`src/design/kalman_angle_bias_filter_defines.svh`:
```
// Assertion macros shared by the Kalman angle/bias filter modules.
`ifndef KALMAN_ANGLE_BIAS_FILTER_DEFINES_SVH
`define KALMAN_ANGLE_BIAS_FILTER_DEFINES_SVH
// Implication checked at every rising clock edge outside reset.
`define KAB_ASSERT_IMP(label, clk, rst_n, ante, cons) \
    label: assert property (@(posedge clk) disable iff (!rst_n) (ante) |-> (cons)) \
        else $error("assertion failed");
// Next-cycle implication checked outside reset.
`define KAB_ASSERT_NXT(label, clk, rst_n, ante, cons) \
    label: assert property (@(posedge clk) disable iff (!rst_n) (ante) |=> (cons)) \
        else $error("assertion failed");
`endif

```
`src/design/kab_pkg.sv`:
```
// Shared types, constants and helper functions of the Kalman angle/bias filter.
package kab_pkg;
    localparam int CfgW = 31;
    localparam int AccW = 25;
    localparam int GyrW = 27;
    localparam int DataW = 32;
    localparam int IdxW = 2;
    localparam int ProdW = 64;
    localparam int Frac = 28;
    localparam int QuoW = 60;
    localparam int DivCntW = 6;

    localparam logic [IdxW-1:0] REG_ANGLE_NOISE = 2'd0;
    localparam logic [IdxW-1:0] REG_BIAS_NOISE  = 2'd1;
    localparam logic [IdxW-1:0] REG_MEAS_NOISE  = 2'd2;
    localparam logic [IdxW-1:0] REG_PERIOD      = 2'd3;

    localparam logic signed [DataW-1:0] ONE_Q28 = 32'sh1000_0000;

    // Multiplier operand selects.
    typedef enum logic [3:0] {
        MA_RATE, MA_D00, MA_D01, MA_D11, MA_K0, MA_K1
    } t_mul_a;
    typedef enum logic [3:0] {
        MB_DT, MB_N00, MB_N01, MB_ERR
    } t_mul_b;
    // Destination of a finished rounded product (add or subtract, then saturate).
    typedef enum logic [3:0] {
        WB_ANGLE, WB_P00, WB_P01, WB_P10, WB_P11, WB_ANGLE_UPD, WB_BIAS,
        WB_C00, WB_C01, WB_C10, WB_C11
    } t_wb;

    typedef struct packed {
        logic   load;      // capture input item, compute rate
        logic   prep;      // compute d00, d01
        logic   mul;       // issue multiply
        t_mul_a mul_a;
        t_mul_b mul_b;
        logic   wb;        // write rounded product
        t_wb    wb_sel;
        logic   err;       // compute innovation and E
        logic   div_start;
        logic   div_sel;   // 0: gain k0, 1: gain k1
        logic   commit;    // copy updated state, latch result
    } t_cmd;

    typedef struct packed {
        logic div_busy;
        logic e_pos;
    } t_sts;

    function automatic logic signed [DataW-1:0] sat32(input logic signed [ProdW-1:0] v);
        logic signed [DataW-1:0] r;
        if (v > 64'sh0000_0000_7FFF_FFFF) r = 32'sh7FFF_FFFF;
        else if (v < -64'sh0000_0000_8000_0000) r = 32'sh8000_0000;
        else r = v[DataW-1:0];
        return r;
    endfunction
endpackage

```
`src/design/kab_ctrl.sv`:
```
// Controller: sequences predict and update steps and runs the handshakes.
module kab_ctrl (
    input  logic          i_clk,
    input  logic          i_rst_n,
    input  logic          i_in_valid,
    output logic          o_in_ready,
    output logic          o_out_valid,
    input  logic          i_out_ready,
    input  kab_pkg::t_sts i_sts,
    output kab_pkg::t_cmd o_cmd
);
    import kab_pkg::*;
    `include "kalman_angle_bias_filter_defines.svh"

    typedef enum logic [5:0] {
        S_IDLE = 6'b000001,
        S_PREP = 6'b000010,
        S_MUL  = 6'b000100,
        S_WB   = 6'b001000,
        S_DIV  = 6'b010000,
        S_DONE = 6'b100000
    } t_state;

    t_state r_state, n_state;
    logic [3:0] r_step, n_step;
    logic r_ovalid, n_ovalid;

    // Multiply program: step -> operands and destination.
    t_mul_a ma;
    t_mul_b mb;
    t_wb    wsel;
    always_comb begin
        ma = MA_RATE; mb = MB_DT; wsel = WB_ANGLE;
        case (r_step)
            4'd0:  begin ma = MA_RATE; mb = MB_DT;  wsel = WB_ANGLE; end
            4'd1:  begin ma = MA_D00;  mb = MB_DT;  wsel = WB_P00; end
            4'd2:  begin ma = MA_D01;  mb = MB_DT;  wsel = WB_P01; end
            4'd3:  begin ma = MA_D01;  mb = MB_DT;  wsel = WB_P10; end
            4'd4:  begin ma = MA_D11;  mb = MB_DT;  wsel = WB_P11; end
            4'd5:  begin ma = MA_K0;   mb = MB_N00; wsel = WB_C00; end
            4'd6:  begin ma = MA_K0;   mb = MB_N01; wsel = WB_C01; end
            4'd7:  begin ma = MA_K1;   mb = MB_N00; wsel = WB_C10; end
            4'd8:  begin ma = MA_K1;   mb = MB_N01; wsel = WB_C11; end
            4'd9:  begin ma = MA_K0;   mb = MB_ERR; wsel = WB_ANGLE_UPD; end
            4'd10: begin ma = MA_K1;   mb = MB_ERR; wsel = WB_BIAS; end
            default: ;
        endcase
    end

    logic out_free;
    assign out_free = !r_ovalid || i_out_ready;

    always_comb begin
        n_state = r_state;
        n_step = r_step;
        n_ovalid = r_ovalid && !i_out_ready;
        o_cmd = '0;
        o_cmd.mul_a = ma;
        o_cmd.mul_b = mb;
        o_cmd.wb_sel = wsel;
        case (r_state)
            S_IDLE: if (i_in_valid) begin
                o_cmd.load = 1'b1;
                n_state = S_PREP;
                n_step = '0;
            end
            S_PREP: begin
                o_cmd.prep = 1'b1;
                n_state = S_MUL;
            end
            S_MUL: begin
                o_cmd.mul = 1'b1;
                n_state = S_WB;
            end
            S_WB: begin
                o_cmd.wb = 1'b1;
                n_step = r_step + 4'd1;
                if (r_step == 4'd4) begin
                    n_state = S_DIV;
                end else if (r_step == 4'd10) begin
                    n_state = S_DONE;
                end else begin
                    n_state = S_MUL;
                end
            end
            S_DIV: begin
                // Sub-steps: 5 = innovation, 6 = gain k0, 7 = gain k1.
                if (r_step == 4'd5) begin
                    o_cmd.err = 1'b1;
                    n_step = 4'd6;
                end else if (!i_sts.div_busy) begin
                    if (r_step == 4'd6 && i_sts.e_pos) begin
                        o_cmd.div_start = 1'b1;
                        n_step = 4'd7;
                    end else if (r_step == 4'd7 && i_sts.e_pos) begin
                        o_cmd.div_start = 1'b1;
                        o_cmd.div_sel = 1'b1;
                        n_step = 4'd8;
                    end else begin
                        n_step = 4'd5;
                        n_state = S_MUL;
                    end
                end
            end
            S_DONE: if (out_free) begin
                o_cmd.commit = 1'b1;
                n_ovalid = 1'b1;
                n_state = S_IDLE;
            end
            default: n_state = S_IDLE;
        endcase
    end

    always_ff @(posedge i_clk) begin
        if (!i_rst_n) begin
            r_state  <= S_IDLE;
            r_step   <= '0;
            r_ovalid <= 1'b0;
        end else begin
            r_state  <= n_state;
            r_step   <= n_step;
            r_ovalid <= n_ovalid;
        end
    end

    assign o_in_ready  = (r_state == S_IDLE);
    assign o_out_valid = r_ovalid;

    `KAB_ASSERT_IMP(a_commit_done, i_clk, i_rst_n, o_cmd.commit, r_state == S_DONE)
    `KAB_ASSERT_NXT(a_load_leaves_idle, i_clk, i_rst_n, o_cmd.load, r_state == S_PREP)
    `KAB_ASSERT_IMP(a_hold_result, i_clk, i_rst_n, r_ovalid && !i_out_ready, !o_cmd.commit)
endmodule

```
`config.mk`:
```
export PLATFORM = sky130hd
export DESIGN_NAME = kab_ctrl
export DESIGN_NICKNAME = d
export VERILOG_FILES = /design/src/design/kab_pkg.sv /design/src/design/kab_ctrl.sv
export VERILOG_INCLUDE_DIRS = /design/src /design/src/design
export SDC_FILE = /design/constraint.sdc
export NUM_CORES = 1
export LEC_CHECK = 0
export BUFFER_PORTS_ARGS = -buffer_cell sky130_fd_sc_hd__buf_4
export CAP_MARGIN = 40
export CORE_MARGIN = 1
export CORE_UTILIZATION = 30
export CTS_CLUSTER_DIAMETER = 100
export DETAILED_ROUTE_END_ITERATION = 12
export MAX_ROUTING_LAYER = met4
export PLACE_DENSITY_LB_ADDON = 0.25
export SLEW_MARGIN = 40
export SYNTH_ARGS = -nofsm -noshare
export SYNTH_HDL_FRONTEND = slang
export SYNTH_SLANG_ARGS = --single-unit
```
`constraint.sdc`:
```
create_clock -name i_clk -period 2.9 [get_ports i_clk]
set_input_delay 0.435 -clock i_clk [delete_from_list [all_inputs] [get_ports i_clk]]
set_output_delay 0.435 -clock i_clk [all_outputs]
set_load 0.03 [all_outputs]
```
=== After elaboration in Yosys (flattened, before gate mapping) ===
Index checks and enable logic that the tools add are counted.

* Add/sub/neg operators: 1
* Equality and inequality tests: 23
* Mux-type cells: 34
* Reductions and logical operators: 15

{| class="wikitable"
|+ Operators with widths
! operator !! count
|-
| 6-bit two-way mux || 8
|-
| 4-bit one-hot mux with 10 select lines || 1
|-
| 6-bit one-hot mux with 6 select lines || 1
|-
| 4-bit two-way mux || 5
|-
| 4-bit by 3-bit == test with 1-bit output (second input constant) || 4
|-
| 3-bit one-hot mux with 5 select lines || 1
|-
| 4-bit == test (second input constant) || 3
|-
| 1-bit two-way mux || 12
|-
| 2-bit inequality test (second input constant) || 6
|-
| 4-bit one-hot mux with 3 select lines || 1
|-
| 4-bit by 2-bit == test with 1-bit output (second input constant) || 2
|-
| 2-bit OR reduction || 4
|-
| 6-bit by 1-bit == test with 1-bit output (second input constant) || 1
|-
| 6-bit by 2-bit == test with 1-bit output (second input constant) || 1
|-
| 6-bit by 3-bit == test with 1-bit output (second input constant) || 1
|-
| 6-bit by 4-bit == test with 1-bit output (second input constant) || 1
|-
| 6-bit by 5-bit == test with 1-bit output (second input constant) || 1
|-
| 6-bit == test (second input constant) || 1
|-
| 2-bit two-way mux || 3
|-
| 2-bit one-hot mux with 3 select lines || 1
|-
| 6-bit AND reduction || 1
|-
| 3-bit OR reduction || 2
|-
| 4-bit by 1-bit adder with 4-bit output (second input constant) || 1
|-
| 4-bit by 1-bit == test with 1-bit output (second input constant) || 1
|-
| other kinds (7) || 10
|}

* Flip-flop bits (word level): 11
* Input bits: 6
* Output and inout bits: 22
* Word-level logic and storage cells: 76

=== Depth between registers and ports, before layout ===
Gate-level depths: netlist (run 1).

* Word-level depth: 7
* Mapped depth: 7
* Depth with buffers taken out: 6

=== Worst setup path after synthesis (run 1) ===
Ideal clock, no wire load.

* Path type: register -> output
* From: register r_state[0]
* To: output port o_cmd[2] in the netlist's numbering
* Arrival: 1.919 ns
* Required time: 2.465 ns
* Setup slack: 0.546 ns
* Cell stages (with the launch flop): 5
* Buffers on the path: 1
* Cell sequence: dfxtp_1 > buf_6 > nor4_4 > nand4_1 > nor4_1

{| class="wikitable"
|+ RTL lines
! element !! RTL line !! text
|-
| from (decl) || kab_ctrl.sv:24 || <nowiki>t_state r_state, n_state;</nowiki>
|-
| from (signal assigned) || kab_ctrl.sv:120 || <nowiki>r_state <= n_state;</nowiki>
|-
| to (decl) || kab_ctrl.sv:10 || <nowiki>output kab_pkg::t_cmd o_cmd</nowiki>
|}

==> impl_metrics.tcl, run 1 <==
set metrics [dict create \
    first_global_vias 951 \
    syn_area_sq_um 1089 \
    synth_mux_area_share_pct 0 \
    htreeDepth 1 \
    cp_slowest_stage_delay_ns 0.42 \
    finalHoldViolCount 0 \
    power_leakage_nw 0.5271 \
    via_per_inst 5.084 \
    grt_max_degree 18 \
    cts_resized 0 \
    worstMarginPinSlew_ns 0.5250 \
    track_usage_pct 13.60 \
    coreArea_sq_um 3416 \
    cp_slowest_cell "dfxtp_1" \
    dp_hpwl_mm 1.892 \
    total_power_w 0.0006765 \
    ctsHoldBuffers 0 \
    period_share_pct 89.59 \
    cts_tree "done" \
    cts_max_path_buffers 2 \
    hold_class "primary input to flop" \
    drc 0 \
    finalWeightedCongestion 0.8363 \
    synth_cell_types 53 \
    finalClockSkew_ns 0.002113 \
    synth_compound_area_share_pct 29.20 \
    syn_inst 143 \
    synth-xor-area-share_pct 1.609 \
    synth-adder-area-share_pct 4.598 \
    port_buffers 24 \
    critPathKind "flop to primary output" \
    drtAntennaViolNets 0 \
    rsz0062_at_grt "no" \
    die-height_um 62.24 \
    yosysWarningCount 0 \
    cp.arrival_ns 2.16 \
    cts_buffers 3 \
    clk_pin_slew_ns 0.07 \
    n_antenna_cell 0 \
    syn_avg_cell_area_sq_um 7.612 \
    synth_edf_count 0 \
    yosysSeqAreaShare_pct 20.23 \
    synthFlopType "dfxtp_1" \
    drv_cap 0 \
    finalSetupViolations 0 \
    tns_ns 0 \
    synth_simple_gate_area_share_pct 31.49 \
    grt_antenna_before_repair 0 \
    crit_chain "inv_1 > ha_1 > or2_2 > a21oi_1 > a21oi_1 > a221o_1 > buf_4" \
    die_area_sq_um 3873 \
    gr-total-overflow 0 \
    syn2layout_area_growth_pct 15.52 \
    start_util_pct 31.87 \
    route.vias.total 1032 \
    final_nets 168 \
    num_rows 21 \
    required_ns 2.47 \
    slew_viol_final 0 \
    drtIter0Drc 71 \
    cp_common_cell "a21oi_1" \
    wirelength_mm 2.453 \
    power_density_nw_per_um2 538.0 \
    worstPathMaxFanout 11 \
    die_width_um 62.24 \
    drive_gt1_share_pct 26.75 \
    fmax_mhz 384.9 \
    clock_sinks 11 \
    insertion_delay_ns 0.27 \
    synth_seq_cells 11 \
    grt_pass1_wl_mm 4.229 \
    boundaryPins 28 \
    ir_worst_vdd_uv 158.1 \
    clock-root-buffer "clkbuf_4" \
    synthArstFlopShare_pct 0 \
    first_pass_iters 4 \
    synth_top_family_by_area "simple AND/OR/NAND/NOR gates" \
    maxSlewHeadroom_pct 64.95 \
    start_kind "flop" \
    status "finished, final reports clean" \
    wl_per_cell_um 12.08 \
    nFillCells 375 \
    critPathCaptureType "primary output" \
    cts_setup_buffers 0 \
    min_period_ns 2.598 \
    rrSetupSlack_ns 1.22 \
]
[worst paths after layout]
kind                                 start   endpoint  cells past startpoint
worst max-delay path             r_step[0]  o_cmd[15]                      7
worst min-delay path               i_rst_n  r_step[2]                      2
worst max register to register  r_state[0]  r_step[1]                      4
worst min register to register   r_step[1]  r_step[1]                      1
[critical path: cells and delay by family, from the launching register on]
family | cells | cell delay (ns)
AOI/OAI and AO/OA | 3 | 0.55
DFF | 1 | 0.42
adders and majority gates | 1 | 0.33
and+or+nand+nor | 1 | 0.33
buffers and inverters | 2 | 0.28
[registers in the layout, indices dropped and copies added, names as in the netlist]
register	flops
r_state	6
r_step	4
o_out_valid	1
[layout by cell type (no fill, tap or decap), drive strengths merged, types with 2 or more instances in the layout]
cell type / n
nor2b: 5
and2b: 2
o311a: 3
and3b: 2
o21ai: 10
and2: 3
o2bb2ai: 2
buf: 25
dfxtp: 11
nor2: 11
clkbuf: 4
o21bai: 2
nor3: 7
and3: 3
nand3: 6
nand2: 5
xnor2: 2
inv: 7
nor4: 2
conb: 3
a211oi: 2
nand4: 3
ha: 4
a21oi: 12
nand3b: 2
[through the flow]
step / std cells / cell area (sq um) / hold slack (ns) / setup slack [ns] / util [%]
6_report: 203 / 1257 / 0.4398 / 0.3020 / 36.81
5_1_grt: 203 / 1257 / 0.4445 / 0.1869 / 36.81
4_1_cts: 203 / 1257 / 0.4322 / 0.3013 / 36.81
3_5_place_dp: 199 / 1231 / 0.6070 / 0.6022 / 36.04
3_3_place_gp: 199 / 1231 / 0.5992 / 0.6733 / 36.04
2_1_floorplan: 145 / 1096 / 0.5662 / 0.5456 / -
[cells by family (layout without fill, tap and decap cells)]
group,after synthesis,after routing
compound gates,45,45
fa+ha+maj,4,4
simple gates,56,56
buf+inv,24,36
other cells,1,3
xor+xnor,2,2
flops,11,11
[per-layer routing]
metal  global-route usage (%)  routed length, um  vias to the layer above
met4                    4.360                 22                        0
met2                    21.02               1152                       26
met5                        -                  0                        -
li1                         -                  -                      542
met3                    2.574                120                        4
met1                    17.82               1158                      460
[power breakdown]
group	switching [W]	total, W	leakage, nW	internal, W
sequential	0.0000407	0.000207	0.0898	0.000167
clock	0.0000518	0.000105	0.0150	0.0000532
combinational	0.000215	0.000364	0.422	0.000149
total	0.000308	0.000676	0.527	0.000369
[layout make-up]
type | instances | area [sq um] | share of cell area, %
Multi-Input combinational cell | 110 | 739.5 | 58.81
Tap cell | 46 | 57.56 | 4.577
Inverter | 7 | 26.28 | 2.090
Timing Repair Buffer | 25 | 187.7 | 14.93
Clock buffer | 4 | 26.28 | 2.090
Sequential cell | 11 | 220.2 | 17.51
[synth_stat cells (all sizes together), types with 3 or more instances]
cell / count / area share [%]
dfxtp: 11 / 20
buf: 11 / 7.8
o311a: 3 / 2.8
ha: 4 / 4.6
inv: 7 / 2.4
a21oi: 12 / 5.5
nor3: 7 / 3.2
and2: 3 / 2.0
nor2b: 5 / 2.9
clkbuf: 6 / 2.3
nand3: 6 / 2.8
nor2: 11 / 3.8
o21ai: 10 / 4.6
nand2: 5 / 1.7
and3: 3 / 1.7
nand4: 3 / 2.3
Note: power is estimated with default switching activity, not from simulation.
==> run 2: changes to the inputs <==
- BUFFER_PORTS_ARGS: -buffer_cell sky130_fd_sc_hd__buf_4 -> -buffer_cell sky130_fd_sc_hd__buf_2
==> impl_metrics.tcl, run 2 (same netlist as run 1, synthesis figures left out) <==
set metrics [dict create \
    status "finished, final reports clean" \
    cts_resized 0 \
    slew_viol_final 0 \
    min_period_ns 2.614 \
    tns_ns 0 \
    comb_power_share_pct 53.9 \
    required_ns 2.47 \
    p_sw_share_pct 47.33 \
    drtIter0Drc 92 \
    cp_slowest_stage_delay_ns 0.41 \
    layout_commonest_cell "buf_2" \
    drc 0 \
    num_rows 21 \
    first_global_vias 945 \
    fin_cells 204 \
    syn2layout_area_growth_pct 10.69 \
    top_register "r_state" \
    port_buffers 24 \
    clk_pin_slew_ns 0.07 \
    cts_tree "done" \
    finalHoldViolCount 0 \
    switching_power_w 0.0003107 \
    insertion_delay_ns 0.26 \
    power_density_nw_per_um2 544.8 \
    start_kind "flop" \
    die_area_sq_um 3873 \
    drtAntennaViolNets 0 \
    cp.arrival_ns 2.18 \
    pwr-share-seq_pct 30.3 \
    cts_setup_buffers 0 \
    die-height_um 62.24 \
    rsz0062_at_grt "no" \
    clock_sinks 11 \
    dp_hpwl_mm 1.959 \
    ir_worst_vdd_uv 163.2 \
    start_util_pct 31.87 \
    finalClockSkew_ns 0.003300 \
    clock-root-buffer "clkbuf_4" \
    gr-total-overflow 0 \
    grt_pass1_wl_mm 4.140 \
    hold_class "primary input to flop" \
    drv_cap 0 \
    whs_ns 0.4514 \
    cp_slowest_cell "dfxtp_1" \
    crit_chain "inv_1 > ha_1 > or2_2 > a21oi_1 > a21oi_1 > a221o_1 > buf_2" \
    route.vias.total 1082 \
    finalSetupViolations 0 \
    wirelength_mm 2.596 \
    post-place-cells 200 \
    n_antenna_cell 0 \
    grt_max_degree 18 \
    track_usage_pct 13.52 \
    first_pass_iters 4 \
    htreeDepth 1 \
    via_per_inst 5.304 \
    clkPwrFrac_pct 15.8 \
    largest_reg_flops 6 \
    worstPathMaxFanout 11 \
    mostFrequentLayoutCells "24 x buf_2, 12 x a21oi_1, 11 x nor2_1, 11 x dfxtp_1, 9 x o21ai_0" \
    critPathCaptureType "primary output" \
    boundaryPins 28 \
    final_nets 169 \
    critPathKind "flop to primary output" \
    cts_max_path_buffers 2 \
    cts_buffers 3 \
    cp_common_cell "a21oi_1" \
    wl_per_cell_um 12.73 \
    total_power_w 0.0006565 \
    finalWeightedCongestion 0.7985 \
    p_int_w 0.0003457 \
    drive_gt1_share_pct 27.22 \
    period_share_pct 90.13 \
    die_width_um 62.24 \
    ctsHoldBuffers 0 \
    grt_antenna_before_repair 0 \
    coreArea_sq_um 3416 \
    power_leakage_nw 0.5254 \
    fmax_mhz 382.6 \
]
[run 2: final cells by class]
cell class / instances / area [sq um]
Timing Repair Buffer: 26 / 135.1
Tap cell: 46 / 57.56
Clock buffer: 4 / 26.28
Fill cell: 394 / 2211
Sequential cell: 11 / 220.2
Multi-Input combinational cell: 110 / 739.5
Inverter: 7 / 26.28
[run 2: through the flow]
step / cell area, sq um / util (%) / setup slack, ns
6_report: 1205 / 35.27 / 0.2863
3_5_place_dp: 1179 / 34.51 / 0.5746
3_3_place_gp: 1179 / 34.51 / 0.7021
5_1_grt: 1205 / 35.27 / 0.1632
2_1_floorplan: 1096 / - / 0.5456
4_1_cts: 1205 / 35.27 / 0.2743
[run 2: routing by layer]
metal	wire [um]	track usage (%)	up-vias
met2	1216	22.66	26
met5	0	-	-
li1	-	-	543
met1	1279	16.35	511
met3	89	2.941	2
met4	10	3.488	0
[run 2: path summary, 6_finish.rpt]
check	startpoint	to	slack [ns]	depth (start not counted)
setup / recovery	r_step[0]	o_cmd[15]	0.29	7
hold / removal	i_rst_n	r_step[2]	0.45	2
setup reg to reg	r_step[1]	r_step[1]	1.19	6
hold reg to reg	r_step[1]	r_step[1]	0.63	1
[run 2: power by group through the flow]
stage | registers, W | logic [W] | clock network [W]
floorplan | 0.000179 | 0.000306 | 0
global placement | 0.000201 | 0.000345 | 0
detailed placement | 0.000202 | 0.000352 | 0
CTS | 0.000199 | 0.000353 | 0.000108
global route | 0.000203 | 0.000378 | 0.000115
finish | 0.000199 | 0.000354 | 0.000104
[run 2: critical path: cells and delay by family, from the launching register on]
kind,cells,cell delay (ns)
AO/OA/AOI/OAI,3,0.56
adder cells (fa/ha/maj),1,0.33
buffers and inverters,2,0.28
flip-flops,1,0.41
AND/OR/NAND/NOR,1,0.33
